--- config.mk ---
export PLATFORM = sky130hd
export DESIGN_NAME = hevc_rtp_fu_packetizer
export DESIGN_NICKNAME = d
export VERILOG_FILES = /design/src/hrfp_pkg.sv /design/src/hevc_rtp_fu_packetizer.sv /design/src/hrfp_front.sv /design/src/hrfp_emit.sv
export VERILOG_INCLUDE_DIRS = /design/src /design/src/src
export SDC_FILE = /design/constraint.sdc
export NUM_CORES = 1
export LEC_CHECK = 0
export BUFFER_PORTS_ARGS = -buffer_cell sky130_fd_sc_hd__buf_4
export CAP_MARGIN = 20
export CORE_MARGIN = 8
export CORE_UTILIZATION = 57
export CTS_BUF_LIST = sky130_fd_sc_hd__clkbuf_4 sky130_fd_sc_hd__clkbuf_8
export DETAILED_ROUTE_END_ITERATION = 8
export PLACE_DENSITY_LB_ADDON = 0.05
export SYNTH_ARGS = -nofsm -noshare
export SYNTH_HDL_FRONTEND = slang
export SYNTH_SLANG_ARGS = --single-unit
--- constraint.sdc ---
create_clock -name clk -period 7.8 [get_ports clk]
set_input_delay 0.39 -clock clk [delete_from_list [all_inputs] [get_ports clk]]
set_output_delay 0.39 -clock clk [all_outputs]
set_load 0.05 [all_outputs]
--- src/hevc_rtp_fu_packetizer_macros.svh ---
// Assertion macros used by the packetizer top level.
`ifndef HEVC_RTP_FU_PACKETIZER_MACROS_SVH
`define HEVC_RTP_FU_PACKETIZER_MACROS_SVH

// Same-cycle implication, checked on every rising edge outside reset.
`define HRFP_ASSERT_IMPLY(label, ante, cons, msg) \
	label: assert property (@(posedge clk) disable iff (!arst_n) (ante) |-> (cons)) \
		else $error(msg);

// Next-cycle implication, checked on every rising edge outside reset.
`define HRFP_ASSERT_NEXT(label, ante, cons, msg) \
	label: assert property (@(posedge clk) disable iff (!arst_n) (ante) |=> (cons)) \
		else $error(msg);

`endif

--- src/hrfp_pkg.sv ---
// Types and constants shared by the packetizer modules.
package hrfp_pkg;

	localparam int MAX_CHUNK_DEF   = 1400;
	localparam int LENGTH_BITS_DEF = 20;

	// Largest number of stream bytes one input byte can cause.
	localparam int MAX_RES = 20;
	localparam int IDX_W   = $clog2(MAX_RES);

	// Byte slots inside one result run.
	localparam int IDX_DATA_NONE  = 0;
	localparam int IDX_DATA_PLAIN = 16;
	localparam int IDX_DATA_FU    = 19;

	localparam logic [7:0] FRAME_MAGIC  = 8'h24; // '$'
	localparam logic [7:0] RTP_VER      = 8'h80;
	localparam logic [6:0] RTP_PT       = 7'd96;
	localparam logic [7:0] SSRC_B0      = 8'h12;
	localparam logic [7:0] SSRC_B1      = 8'h34;
	localparam logic [7:0] SSRC_B2      = 8'h56;
	localparam logic [7:0] SSRC_B3      = 8'h78;
	localparam logic [7:0] FU_IND_B0    = 8'h62; // type 49 shifted into place
	localparam logic [7:0] FU_IND_B1    = 8'h01;
	localparam int         RTP_HDR_LEN  = 12;
	localparam int         FU_HDR_LEN   = 15;

	typedef logic [IDX_W-1:0] idx_t;

	typedef struct packed {
		logic [7:0]  data_byte;
		logic [19:0] nal_length;
		logic [31:0] timestamp;
		logic        nal_first;
	} in_t;

	typedef struct packed {
		logic [7:0] out_byte;
		logic       frame_end;
		logic       run_last;
	} out_t;

	// Result run for one accepted input byte.
	typedef struct packed {
		logic                     has;
		logic [MAX_RES-1:0][7:0]  bytes;
		idx_t                     last_idx;
		logic                     data_end;
	} job_t;

	typedef struct packed {
		logic busy;
		logic ready;
	} emit_st_t;

endpackage

--- src/hevc_rtp_fu_packetizer.sv ---
// Top level of the HEVC RTP packetizer for interleaved TCP transport.
//
// in channel: one NAL byte per request (in_valid / in_stall), with the
// NAL length and timestamp sampled on the request that has nal_first set.
// out channel: one byte of the '$'-framed RTP stream per request
// (out_valid / out_stall); frame_end marks the last byte of a frame and
// run_last the last byte caused by one input request.
// cfg_we / cfg_wdata set the interleaved channel id; write it while idle.
//
// The first output byte of a request passes through the run register and then
// the output register after the input is accepted. A payload byte causes one
// output byte; a byte that opens a packet causes 17 output bytes (plain NAL) or
// 20 (fragment), walked out by the single output byte port. The two header
// bytes of a fragmented NAL, and bytes with no NAL open, cause no output.
// A new request is taken in the same cycle the previous run's last byte
// moves to the output register, so the output register and the run register
// keep both sides moving.
// Reset: sequence number 0, no NAL open, channel id 0, output empty.
// Receiver stall: the output byte is held, the run register fills, and the
// input then stalls until the run can drain.
module hevc_rtp_fu_packetizer import hrfp_pkg::*; #(
	parameter int MAX_CHUNK   = MAX_CHUNK_DEF,
	parameter int LENGTH_BITS = LENGTH_BITS_DEF
) (
	input  logic       clk,
	input  logic       arst_n,
	input  logic       cfg_we,
	input  logic [7:0] cfg_wdata,
	input  logic       in_valid,
	output logic       in_stall,
	input  in_t        in_data,
	output logic       out_valid,
	input  logic       out_stall,
	output out_t       out_data
);

	`include "hevc_rtp_fu_packetizer_macros.svh"

	job_t     job;
	emit_st_t emit_st;
	logic     in_accept;

	// Hold the input while a run is still being walked out.
	assign in_stall  = !emit_st.ready;
	assign in_accept = in_valid && !in_stall;

	hrfp_front #(
		.MAX_CHUNK   (MAX_CHUNK),
		.LENGTH_BITS (LENGTH_BITS)
	) u_front (
		.clk       (clk),
		.arst_n    (arst_n),
		.cfg_we    (cfg_we),
		.cfg_wdata (cfg_wdata),
		.accept    (in_accept),
		.req       (in_data),
		.job       (job)
	);

	// Drop requests that cause no output; load the rest into the sequencer.
	hrfp_emit u_emit (
		.clk       (clk),
		.arst_n    (arst_n),
		.load      (in_accept && job.has),
		.job       (job),
		.st        (emit_st),
		.out_valid (out_valid),
		.out_stall (out_stall),
		.out_data  (out_data)
	);

	`HRFP_ASSERT_IMPLY(a_end_is_run_last, out_valid && out_data.frame_end, out_data.run_last, "frame end on a byte that is not the last of its run")
	`HRFP_ASSERT_NEXT(a_run_reaches_out, in_accept && job.has, ##1 out_valid, "accepted run did not reach the output")
	`HRFP_ASSERT_IMPLY(a_busy_stalls, emit_st.busy && !emit_st.ready, in_stall, "input taken while a run is still pending")

endmodule

--- src/hrfp_front.sv ---
// NAL tracking state and per-byte result run builder.
module hrfp_front import hrfp_pkg::*; #(
	parameter int MAX_CHUNK   = MAX_CHUNK_DEF,
	parameter int LENGTH_BITS = LENGTH_BITS_DEF
) (
	input  logic       clk,
	input  logic       arst_n,
	input  logic       cfg_we,
	input  logic [7:0] cfg_wdata,
	input  logic       accept,
	input  in_t        req,
	output job_t       job
);

	localparam int LB = LENGTH_BITS;
	localparam int OW = $clog2(MAX_CHUNK);

	logic [7:0]    channel_q;
	logic [15:0]   seq_q;
	logic [LB-1:0] pos_q;
	logic [LB-1:0] total_q;
	logic [31:0]   stamp_q;
	logic          frag_q;
	logic [5:0]    type_q;
	logic          ff_q;
	logic [OW-1:0] off_q;

	logic [31:0]   len_wide;
	logic [LB-1:0] len_in;
	logic [LB-1:0] tot;
	logic [LB-1:0] pos;
	logic [LB-1:0] pos_nxt;
	logic [LB-1:0] rem;
	logic          frag;
	logic [5:0]    ntype;
	logic          ff;
	logic [31:0]   stamp;
	logic [OW-1:0] off;
	logic [OW-1:0] off_nxt;
	logic          off_wrap;
	logic          active;
	logic          pos_ge2;
	logic          last_chunk;
	logic [31:0]   chunk;
	logic [15:0]   rtp_len;
	logic          head;
	logic          fu;
	logic          marker;

	assign len_wide = 32'(req.nal_length);
	assign len_in   = len_wide[LB-1:0];

	// Take the new NAL's context when nal_first is set, the held one otherwise.
	assign tot   = req.nal_first ? len_in : total_q;
	assign pos   = req.nal_first ? '0 : pos_q;
	assign frag  = req.nal_first ? (32'(len_in) > 32'(MAX_CHUNK)) : frag_q;
	assign ntype = req.nal_first ? req.data_byte[6:1] : type_q;
	assign ff    = req.nal_first ? 1'b1 : ff_q;
	assign stamp = req.nal_first ? req.timestamp : stamp_q;
	assign off   = req.nal_first ? '0 : off_q;

	assign active     = pos < tot;
	assign pos_nxt    = pos + LB'(1);
	assign rem        = tot - pos;
	assign pos_ge2    = 32'(pos) >= 32'd2;
	assign off_wrap   = (32'(off) + 32'd1) == 32'(MAX_CHUNK);
	assign off_nxt    = off_wrap ? '0 : off + OW'(1);
	assign last_chunk = 32'(rem) <= 32'(MAX_CHUNK);
	assign chunk      = last_chunk ? 32'(rem) : 32'(MAX_CHUNK);
	assign rtp_len    = frag ? 16'(chunk + 32'(FU_HDR_LEN))
	                         : 16'(32'(tot) + 32'(RTP_HDR_LEN));
	assign head       = active && (frag ? (pos_ge2 && off == '0) : (pos == '0));
	assign fu         = frag && head;
	assign marker     = frag ? last_chunk : 1'b1;

	always_comb begin
		job          = '0;
		job.has      = active && (!frag || pos_ge2);
		job.data_end = (pos_nxt == tot) || (frag && off_wrap);
		if (!head) begin
			job.last_idx = idx_t'(IDX_DATA_NONE);
		end else if (fu) begin
			job.last_idx = idx_t'(IDX_DATA_FU);
		end else begin
			job.last_idx = idx_t'(IDX_DATA_PLAIN);
		end
		job.bytes[0]  = FRAME_MAGIC;
		job.bytes[1]  = channel_q;
		job.bytes[2]  = rtp_len[15:8];
		job.bytes[3]  = rtp_len[7:0];
		job.bytes[4]  = RTP_VER;
		job.bytes[5]  = {marker, RTP_PT};
		job.bytes[6]  = seq_q[15:8];
		job.bytes[7]  = seq_q[7:0];
		job.bytes[8]  = stamp[31:24];
		job.bytes[9]  = stamp[23:16];
		job.bytes[10] = stamp[15:8];
		job.bytes[11] = stamp[7:0];
		job.bytes[12] = SSRC_B0;
		job.bytes[13] = SSRC_B1;
		job.bytes[14] = SSRC_B2;
		job.bytes[15] = SSRC_B3;
		job.bytes[16] = FU_IND_B0;
		job.bytes[17] = FU_IND_B1;
		job.bytes[18] = {ff, last_chunk, ntype};
		job.bytes[job.last_idx] = req.data_byte;
	end

	always_ff @(posedge clk or negedge arst_n) begin
		if (!arst_n) begin
			channel_q <= '0;
		end else if (cfg_we) begin
			channel_q <= cfg_wdata;
		end
	end

	always_ff @(posedge clk or negedge arst_n) begin
		if (!arst_n) begin
			seq_q   <= '0;
			pos_q   <= '0;
			total_q <= '0;
			stamp_q <= '0;
			frag_q  <= 1'b0;
			type_q  <= '0;
			ff_q    <= 1'b1;
			off_q   <= '0;
		end else if (accept) begin
			if (req.nal_first) begin
				total_q <= len_in;
				stamp_q <= req.timestamp;
				frag_q  <= frag;
				type_q  <= ntype;
			end
			// Advance within the open NAL; a first byte restarts the counters.
			pos_q <= active ? pos_nxt : pos;
			off_q <= (active && frag && pos_ge2) ? off_nxt : off;
			ff_q  <= (active && fu) ? 1'b0 : ff;
			if (head) begin
				seq_q <= seq_q + 16'd1;
			end
		end
	end

endmodule

--- src/hrfp_emit.sv ---
// Result run holding register and byte sequencer with output register.
module hrfp_emit import hrfp_pkg::*; (
	input  logic     clk,
	input  logic     arst_n,
	input  logic     load,
	input  job_t     job,
	output emit_st_t st,
	output logic     out_valid,
	input  logic     out_stall,
	output out_t     out_data
);

	job_t job_s1;
	logic vld_s1;
	idx_t idx_q;
	logic adv;
	logic at_last;

	assign adv      = vld_s1 && (!out_valid || !out_stall);
	assign at_last  = idx_q == job_s1.last_idx;
	assign st.busy  = vld_s1;
	assign st.ready = !vld_s1 || (adv && at_last);

	always_ff @(posedge clk or negedge arst_n) begin
		if (!arst_n) begin
			vld_s1 <= 1'b0;
			idx_q  <= '0;
		end else if (load) begin
			vld_s1 <= 1'b1;
			idx_q  <= '0;
		end else if (adv) begin
			idx_q <= at_last ? '0 : idx_q + idx_t'(1);
			if (at_last) begin
				vld_s1 <= 1'b0;
			end
		end
	end

	always_ff @(posedge clk) begin
		if (load) begin
			job_s1 <= job;
		end
	end

	always_ff @(posedge clk or negedge arst_n) begin
		if (!arst_n) begin
			out_valid <= 1'b0;
		end else if (adv) begin
			out_valid <= 1'b1;
		end else if (!out_stall) begin
			out_valid <= 1'b0;
		end
	end

	always_ff @(posedge clk) begin
		if (adv) begin
			out_data.out_byte  <= job_s1.bytes[idx_q];
			out_data.frame_end <= at_last && job_s1.data_end;
			out_data.run_last  <= at_last;
		end
	end

endmodule
==> flow_summary.json, run 1 <==
{
  "cts-root-buf": "clkbuf_8",
  "crit_path_frequent_cell": "buf_4",
  "first_pass_iters": 5,
  "period_share": 0.716,
  "drv_cap": 0,
  "crit_slowest_cell": "a21oi_1",
  "pwr-share-clk": 0.248,
  "overflow": 0,
  "maxUsedRoutingLayer": "met4",
  "die_h_um": 172,
  "path_cells": "buf_4 > buf_4 > buf_4 > mux2i_1 > inv_1 > ha_1 > nand2_1 > nor3b_1 > o21ai_0 > a211o_1 > a21oi_1 > nand2_1 > nor2_4 > buf_4",
  "post_drt_wl_per_cell_um": 20.7,
  "ys_seq_area_frac": 0.474,
  "ys_async_sr_fraction": 0.508,
  "port_buffers": 85,
  "dr_total_vias": 10900,
  "fillers": 2004,
  "fmax_mhz": 179,
  "hp-class": "input port to flip-flop",
  "comb_power_share": 0.385,
  "numPlacedInstances": 1730,
  "worstSkewPairLatency_ps": 550,
  "initial_core_util": 0.577,
  "grt_max_degree": 65,
  "switching_share": 0.380,
  "antenna_found_initial": 0,
  "synthesis.nets": 1481,
  "synth_edf_count": 118,
  "tightestPinTransition_ps": 886,
  "p_sw_uw": 1970,
  "setup_viol": 0,
  "yosys_register_bits": 240,
  "gr-usage-all-layers": 0.255,
  "startpoint_type": "input port",
  "crit_arrival_ps": 5780,
  "antenna_cells": 0,
  "path_max_fanout": 42,
  "slew_headroom": 0.394,
  "grt_first_pass_wirelength_um": 58600,
  "netlist-cell-type-count": 81,
  "finalCriticalPeriod_ps": 5580,
  "routed_wl_um": 37500,
  "clock_skew_ps": 27.3,
  "ys_top_cells_by_count": "nand2_1 (218), dfrtp_1 (121), edfxtp_1 (118)",
  "clk_pin_slew_ps": 60,
  "nets": 1550,
  "final_cells": 1811,
  "cts_buffers": 43,
  "slew_viol_final": 0,
  "synth_top_area_frac": 0.255,
  "crit_type": "input port to flip-flop",
  "cts_tree": "built",
  "drcViolationCount": 0,
  "wl_met2_um": 17700,
  "core-area_sq_mm": 0.0241,
  "fin_setup_tns_ps": 0,
  "ys.flop_type": "dfrtp_1",
  "areaGrowthSynthToFinish_pct": 13.3,
  "die_area_sq_mm": 0.0297,
  "ctsResizeCount": 0,
  "p_per_area_mw_per_mm2": 329,
  "dpl.hpwl_um": 27000,
  "outcome": "completed",
  "dr.first_iter.drc_count": 814,
  "met3_length_um": 2240,
  "endpoint_kind": "flip-flop",
  "ant_nets": 0,
  "synth.most_common_cell": "nand2_1",
  "cts_sinks": 240,
  "seqPwrFrac": 0.367,
  "htreeDepth": 2,
  "viasPerCell": 6.00,
  "ys_warn_count": 0,
  "crit_path_max_incr_delay_ps": 540,
  "crit_buf_inv": 5,
  "required_ps": 8000,
  "fp.dieW_um": 172,
  "cpLargestDelayFamily": "buffers and inverters",
  "avgSynthCellArea_sq_um": 10.1,
  "cts_buffer_depth": 3,
  "synth_area_leaders": "edfxtp_1 (25%), dfrtp_1 (22%), nand2_1 (5.9%), mux2_2 (4.7%), mux2i_1 (3.1%)",
  "syn_area_sq_mm": 0.0139,
  "ir_worst_vdd_mv": 0.215,
  "hold_viol_final": 0,
  "rows": 57,
  "wl_met1_um": 16100,
  "synthCells": 1383,
  "leakagePower_uw": 0.00643,
  "p_int_uw": 3210,
  "ios": 86,
  "grt_pass1_vias": 10800,
  "place_congestion": 0.980,
  "rsz0062_at_grt": "no",
  "synth_area_leader_cell": "edfxtp_1",
  "drive_above_1_share": 0.184
}
-- kinds of logic (layout without fill, tap and decap cells) --
| logic type | Yosys count | after routing | synth area share |
|---|---|---|---|
| compound gates | 289 | 289 | 0.137 |
| xor+xnor | 86 | 86 | 0.0542 |
| fa+ha+maj | 26 | 26 | 0.0230 |
| buf+inv | 127 | 231 | 0.0360 |
| flops | 240 | 240 | 0.474 |
| mux | 115 | 115 | 0.101 |
| simple gates | 500 | 500 | 0.175 |
-- power by group through the flow --
stage	combinational (uW)	sequential (uW)	clock [uW]
after floorplan	1400	1920	0
after global placement	1960	1910	0
after detailed placement	1980	1920	0
after CTS	1980	1900	1320
after global routing	2180	1940	1370
final	1990	1900	1290
-- per-stage QoR --
stage	power [uW]	utilization	instance area (sq um)	hold WS, ps	worst slack, ps
after floorplan	3320	-	13900	94.4	904
after global placement	3870	0.613	14800	428	1850
after detailed placement	3900	0.613	14800	428	1770
after CTS	5200	0.654	15800	52.7	2340
after global routing	5480	0.654	15800	56.8	1860
final	5180	0.654	15800	78.8	2220
-- state kept, by name, summed over array words and instances (netlist names) --
name	cells
u_front.type_q	6
u_front.seq_q	16
u_emit.job_s1	108
u_front.stamp_q	32
u_front.channel_q	8
u_emit.idx_q	5
u_front.total_q	20
u_front.ff_q	1
u_front.off_q	11
u_emit.out_valid	1
u_front.frag_q	1
u_front.pos_q	20
u_emit.out_data	10
u_emit.vld_s1	1
-- worst paths after layout --
path                                      startpoint                    to  slack [ps]  cells after the start
worst max-delay path                      in_data[0]     u_emit.job_s1[54]        2220                     14
worst min-delay path                    cfg_wdata[7]  u_front.channel_q[7]          80                      2
worst max register to register    u_front.total_q[7]     u_emit.job_s1[24]        2570                     16
worst min register to register  u_front.channel_q[3]     u_emit.job_s1[17]         450                      0
max in group asynchronous                     arst_n       u_emit.idx_q[0]        6050                      3
min in group asynchronous                     arst_n     u_front.type_q[4]         430                      2
-- timing repair --
action                     4_1_cts  5_1_grt
setup endpoints to repair        0        0
setup buffers                    0        0
hold endpoints to repair        57        0
hold buffers                     1        0
-- final cells by class --
class / count / area (sq um) / area share
Clock buffer: 67 / 816 / 0.0518
Clock inverter: 13 / 150 / 0.00953
Inverter: 49 / 184 / 0.0117
Multi-Input combinational cell: 1016 / 6820 / 0.433
Sequential cell: 240 / 6600 / 0.419
Tap cell: 324 / 405 / 0.0257
Timing Repair Buffer: 102 / 785 / 0.0498
-- routing by layer --
metal,up-vias,track usage
met5,-,0
met3,92,0.0441
li1,5168,-
met4,0,0.112
met2,361,0.417
met1,5247,0.331
-- worst register-to-register path: cells and delay by family, from the launching register on --
| family | cells | cell delay [ps] |
|---|---|---|
| DFF | 1 | 380 |
| AOI/OAI and AO/OA | 6 | 2320 |
| and+or+nand+nor | 5 | 870 |
| adders and majority gates | 2 | 780 |
| buffers and inverters | 2 | 270 |
| muxes | 1 | 460 |
-- layout by cell type (no fill, tap or decap), types with 14 or more instances in the layout --
master | synthesis | layout
clkbuf_4 | 0 | 17
nand3_1 | 35 | 35
clkbuf_8 | 0 | 50
and2_1 | 32 | 31
ha_1 | 24 | 24
nand2_1 | 218 | 217
nor2_1 | 67 | 66
nand2b_1 | 14 | 14
nor2b_1 | 15 | 15
dfrtp_1 | 121 | 120
edfxtp_1 | 118 | 118
mux2i_1 | 43 | 43
mux2_2 | 58 | 58
o31ai_1 | 14 | 14
and3_1 | 16 | 16
inv_1 | 48 | 48
buf_4 | 1 | 99
xnor2_1 | 48 | 48
mux4_2 | 14 | 14
xor2_1 | 38 | 38
o21ai_0 | 85 | 85
a21oi_1 | 60 | 60
nor3_1 | 24 | 24
Note: power is estimated with default switching activity, not from simulation.
==> run 2, diff against run 1 <==
- CORE_UTILIZATION: 57 -> 64
- clock period: 7.8 -> 5.2 ns (I/O delays scaled with it)
==> flow_summary.json, run 2 (synthesized netlist as in run 1, its figures left out) <==
{
  "wl_met1_um": 15900,
  "post_drt_wl_per_cell_um": 21.6,
  "maxUsedRoutingLayer": "met4",
  "die_h_um": 163,
  "initial_core_util": 0.645,
  "slew_headroom": 0.268,
  "largest_reg_flops": 108,
  "final_cell_mix": "nand2_1 (216), dfrtp_1 (120), buf_4 (119)",
  "areaGrowthSynthToFinish_pct": 16.2,
  "startpoint_type": "flip-flop",
  "p_total_uw": 7920,
  "register_area_sq_mm": 0.00660,
  "final_common_cell": "nand2_1",
  "crit_slowest_cell": "a2111o_1",
  "fp.dieW_um": 163,
  "grt_first_pass_wirelength_um": 61100,
  "fillers": 1480,
  "crit_path_max_incr_delay_ps": 440,
  "endpoint_kind": "flip-flop",
  "tightestPinTransition_ps": 1090,
  "drive_above_1_share": 0.197,
  "final_cells": 1811,
  "path_max_fanout": 5,
  "rsz0062_at_grt": "no",
  "routed_wl_um": 39100,
  "first_pass_iters": 5,
  "gr-usage-all-layers": 0.291,
  "outcome": "completed",
  "hp-class": "input port to flip-flop",
  "cts_tree": "built",
  "period_share": 0.915,
  "worstSkewPairLatency_ps": 580,
  "numPlacedInstances": 1707,
  "viasPerCell": 6.32,
  "ios": 86,
  "cts_buffers": 41,
  "crit_arrival_ps": 5060,
  "die_area_sq_mm": 0.0267,
  "rows": 54,
  "multiInputGateArea_sq_mm": 0.00689,
  "path_cells": "a21boi_1 > inv_1 > ha_1 > nor4bb_1 > a311o_1 > and3_1 > a221o_1 > or3_1 > a2111o_1 > o221ai_1 > a2111oi_4 > nand2_1 > ha_1 > inv_1 > nor3_1 > nor2b_1 > xnor2_1 > o22ai_1",
  "rr_worst_depth": 18,
  "crit_type": "flip-flop to flip-flop",
  "cts-root-buf": "clkbuf_8",
  "final_cell_area_sq_mm": 0.0162,
  "hold_viol_final": 0,
  "leakagePower_uw": 0.00661,
  "drv_cap": 0,
  "antenna_cells": 0,
  "antenna_found_initial": 0,
  "cts_buffer_depth": 3,
  "top_regs": "u_emit.job_s1 x108, u_front.stamp_q x32",
  "grt_pass1_vias": 11200,
  "dpl_cell_area_sq_mm": 0.0150,
  "dpl.hpwl_um": 26900,
  "clk_pin_slew_ps": 70,
  "htreeDepth": 2,
  "fmax_mhz": 210,
  "p_per_area_mw_per_mm2": 490,
  "whs_path_depth": 2,
  "required_ps": 5500,
  "wl_met2_um": 19100,
  "port_buffers": 85,
  "grt_max_degree": 64,
  "clock_skew_ps": 44.1,
  "place_congestion": 0.941,
  "setup_viol": 0,
  "core-area_sq_mm": 0.0216,
  "overflow": 0,
  "ir_worst_vdd_mv": 0.384,
  "slew_viol_final": 0,
  "ant_nets": 0,
  "met3_length_um": 2640,
  "finalCriticalPeriod_ps": 4760,
  "dr.first_iter.drc_count": 1185,
  "holdWs_ps": 33.8,
  "dr_total_vias": 11400,
  "drcViolationCount": 0,
  "nets": 1596,
  "cts_sinks": 240,
  "regMostFlops": "u_emit.job_s1"
}
## run 2: changes by cell type in the layout (fill, tap and decap cells not counted), sizes merged
cell / change
clkinv: +1
dlygate4sd3: +27
buf: +21
inv: +1
clkbuf: -4
bufinv: -2
## run 2: final cells by class
class                      instances  share of cell area
multi-input combinational       1016               0.426
tap                              280              0.0217
sequential                       240               0.408
inverter                          49              0.0114
clock inverter                    13             0.00713
timing repair buffer             150              0.0764
clock buffer                      63              0.0486
## run 2: final timing paths
path	end	startpoint	slack [ps]
min in group asynchronous	u_front.channel_q[7]	arst_n	90
setup reg to reg	u_emit.job_s1[36]	u_front.total_q[4]	440
hold reg to reg	u_emit.job_s1[17]	u_front.channel_q[3]	410
hold / removal	u_emit.job_s1[86]	in_data[9]	30
setup / recovery	u_emit.job_s1[36]	u_front.total_q[4]	440
max in group asynchronous	u_front.pos_q[5]	arst_n	3920
## run 2: worst max-delay path, delay by kind of cell (launching register included)
family	cells	cell delay [ps]
simple gates	6	1320
compound gates	7	1920
xor+xnor	1	150
buf+inv	2	140
fa+ha+maj	2	500
flops	1	430
## run 2: where the power goes
| part | leakage, uW | switching [uW] | internal (uW) |
|---|---|---|---|
| clock network | 0.000473 | 829 | 1030 |
| logic | 0.00352 | 1980 | 1230 |
| registers | 0.00262 | 323 | 2530 |
| total | 0.00661 | 3130 | 4790 |
## run 2: stage by stage
stage | utilization | setup TNS, ps | worst slack, ps
finish | 0.750 | 0 | 440
global route | 0.750 | 0 | 113
CTS | 0.750 | 0 | 471
detailed placement | 0.695 | 0 | 202
global placement | 0.695 | 0 | 304
floorplan | - | -2710 | -25.1
## run 2: repair_timing
item / in CTS / in global routing
hold buffers: 28 / 0
gates resized for setup: 0 / 0
endpoints found under the hold margin: 48 / 0
setup buffers: 0 / 0
## run 2: routing by layer
metal,vias to the layer above,GRT usage
met5,-,0
met2,543,0.482
met1,5523,0.373
met4,0,0.126
met3,112,0.0451
li1,5262,-
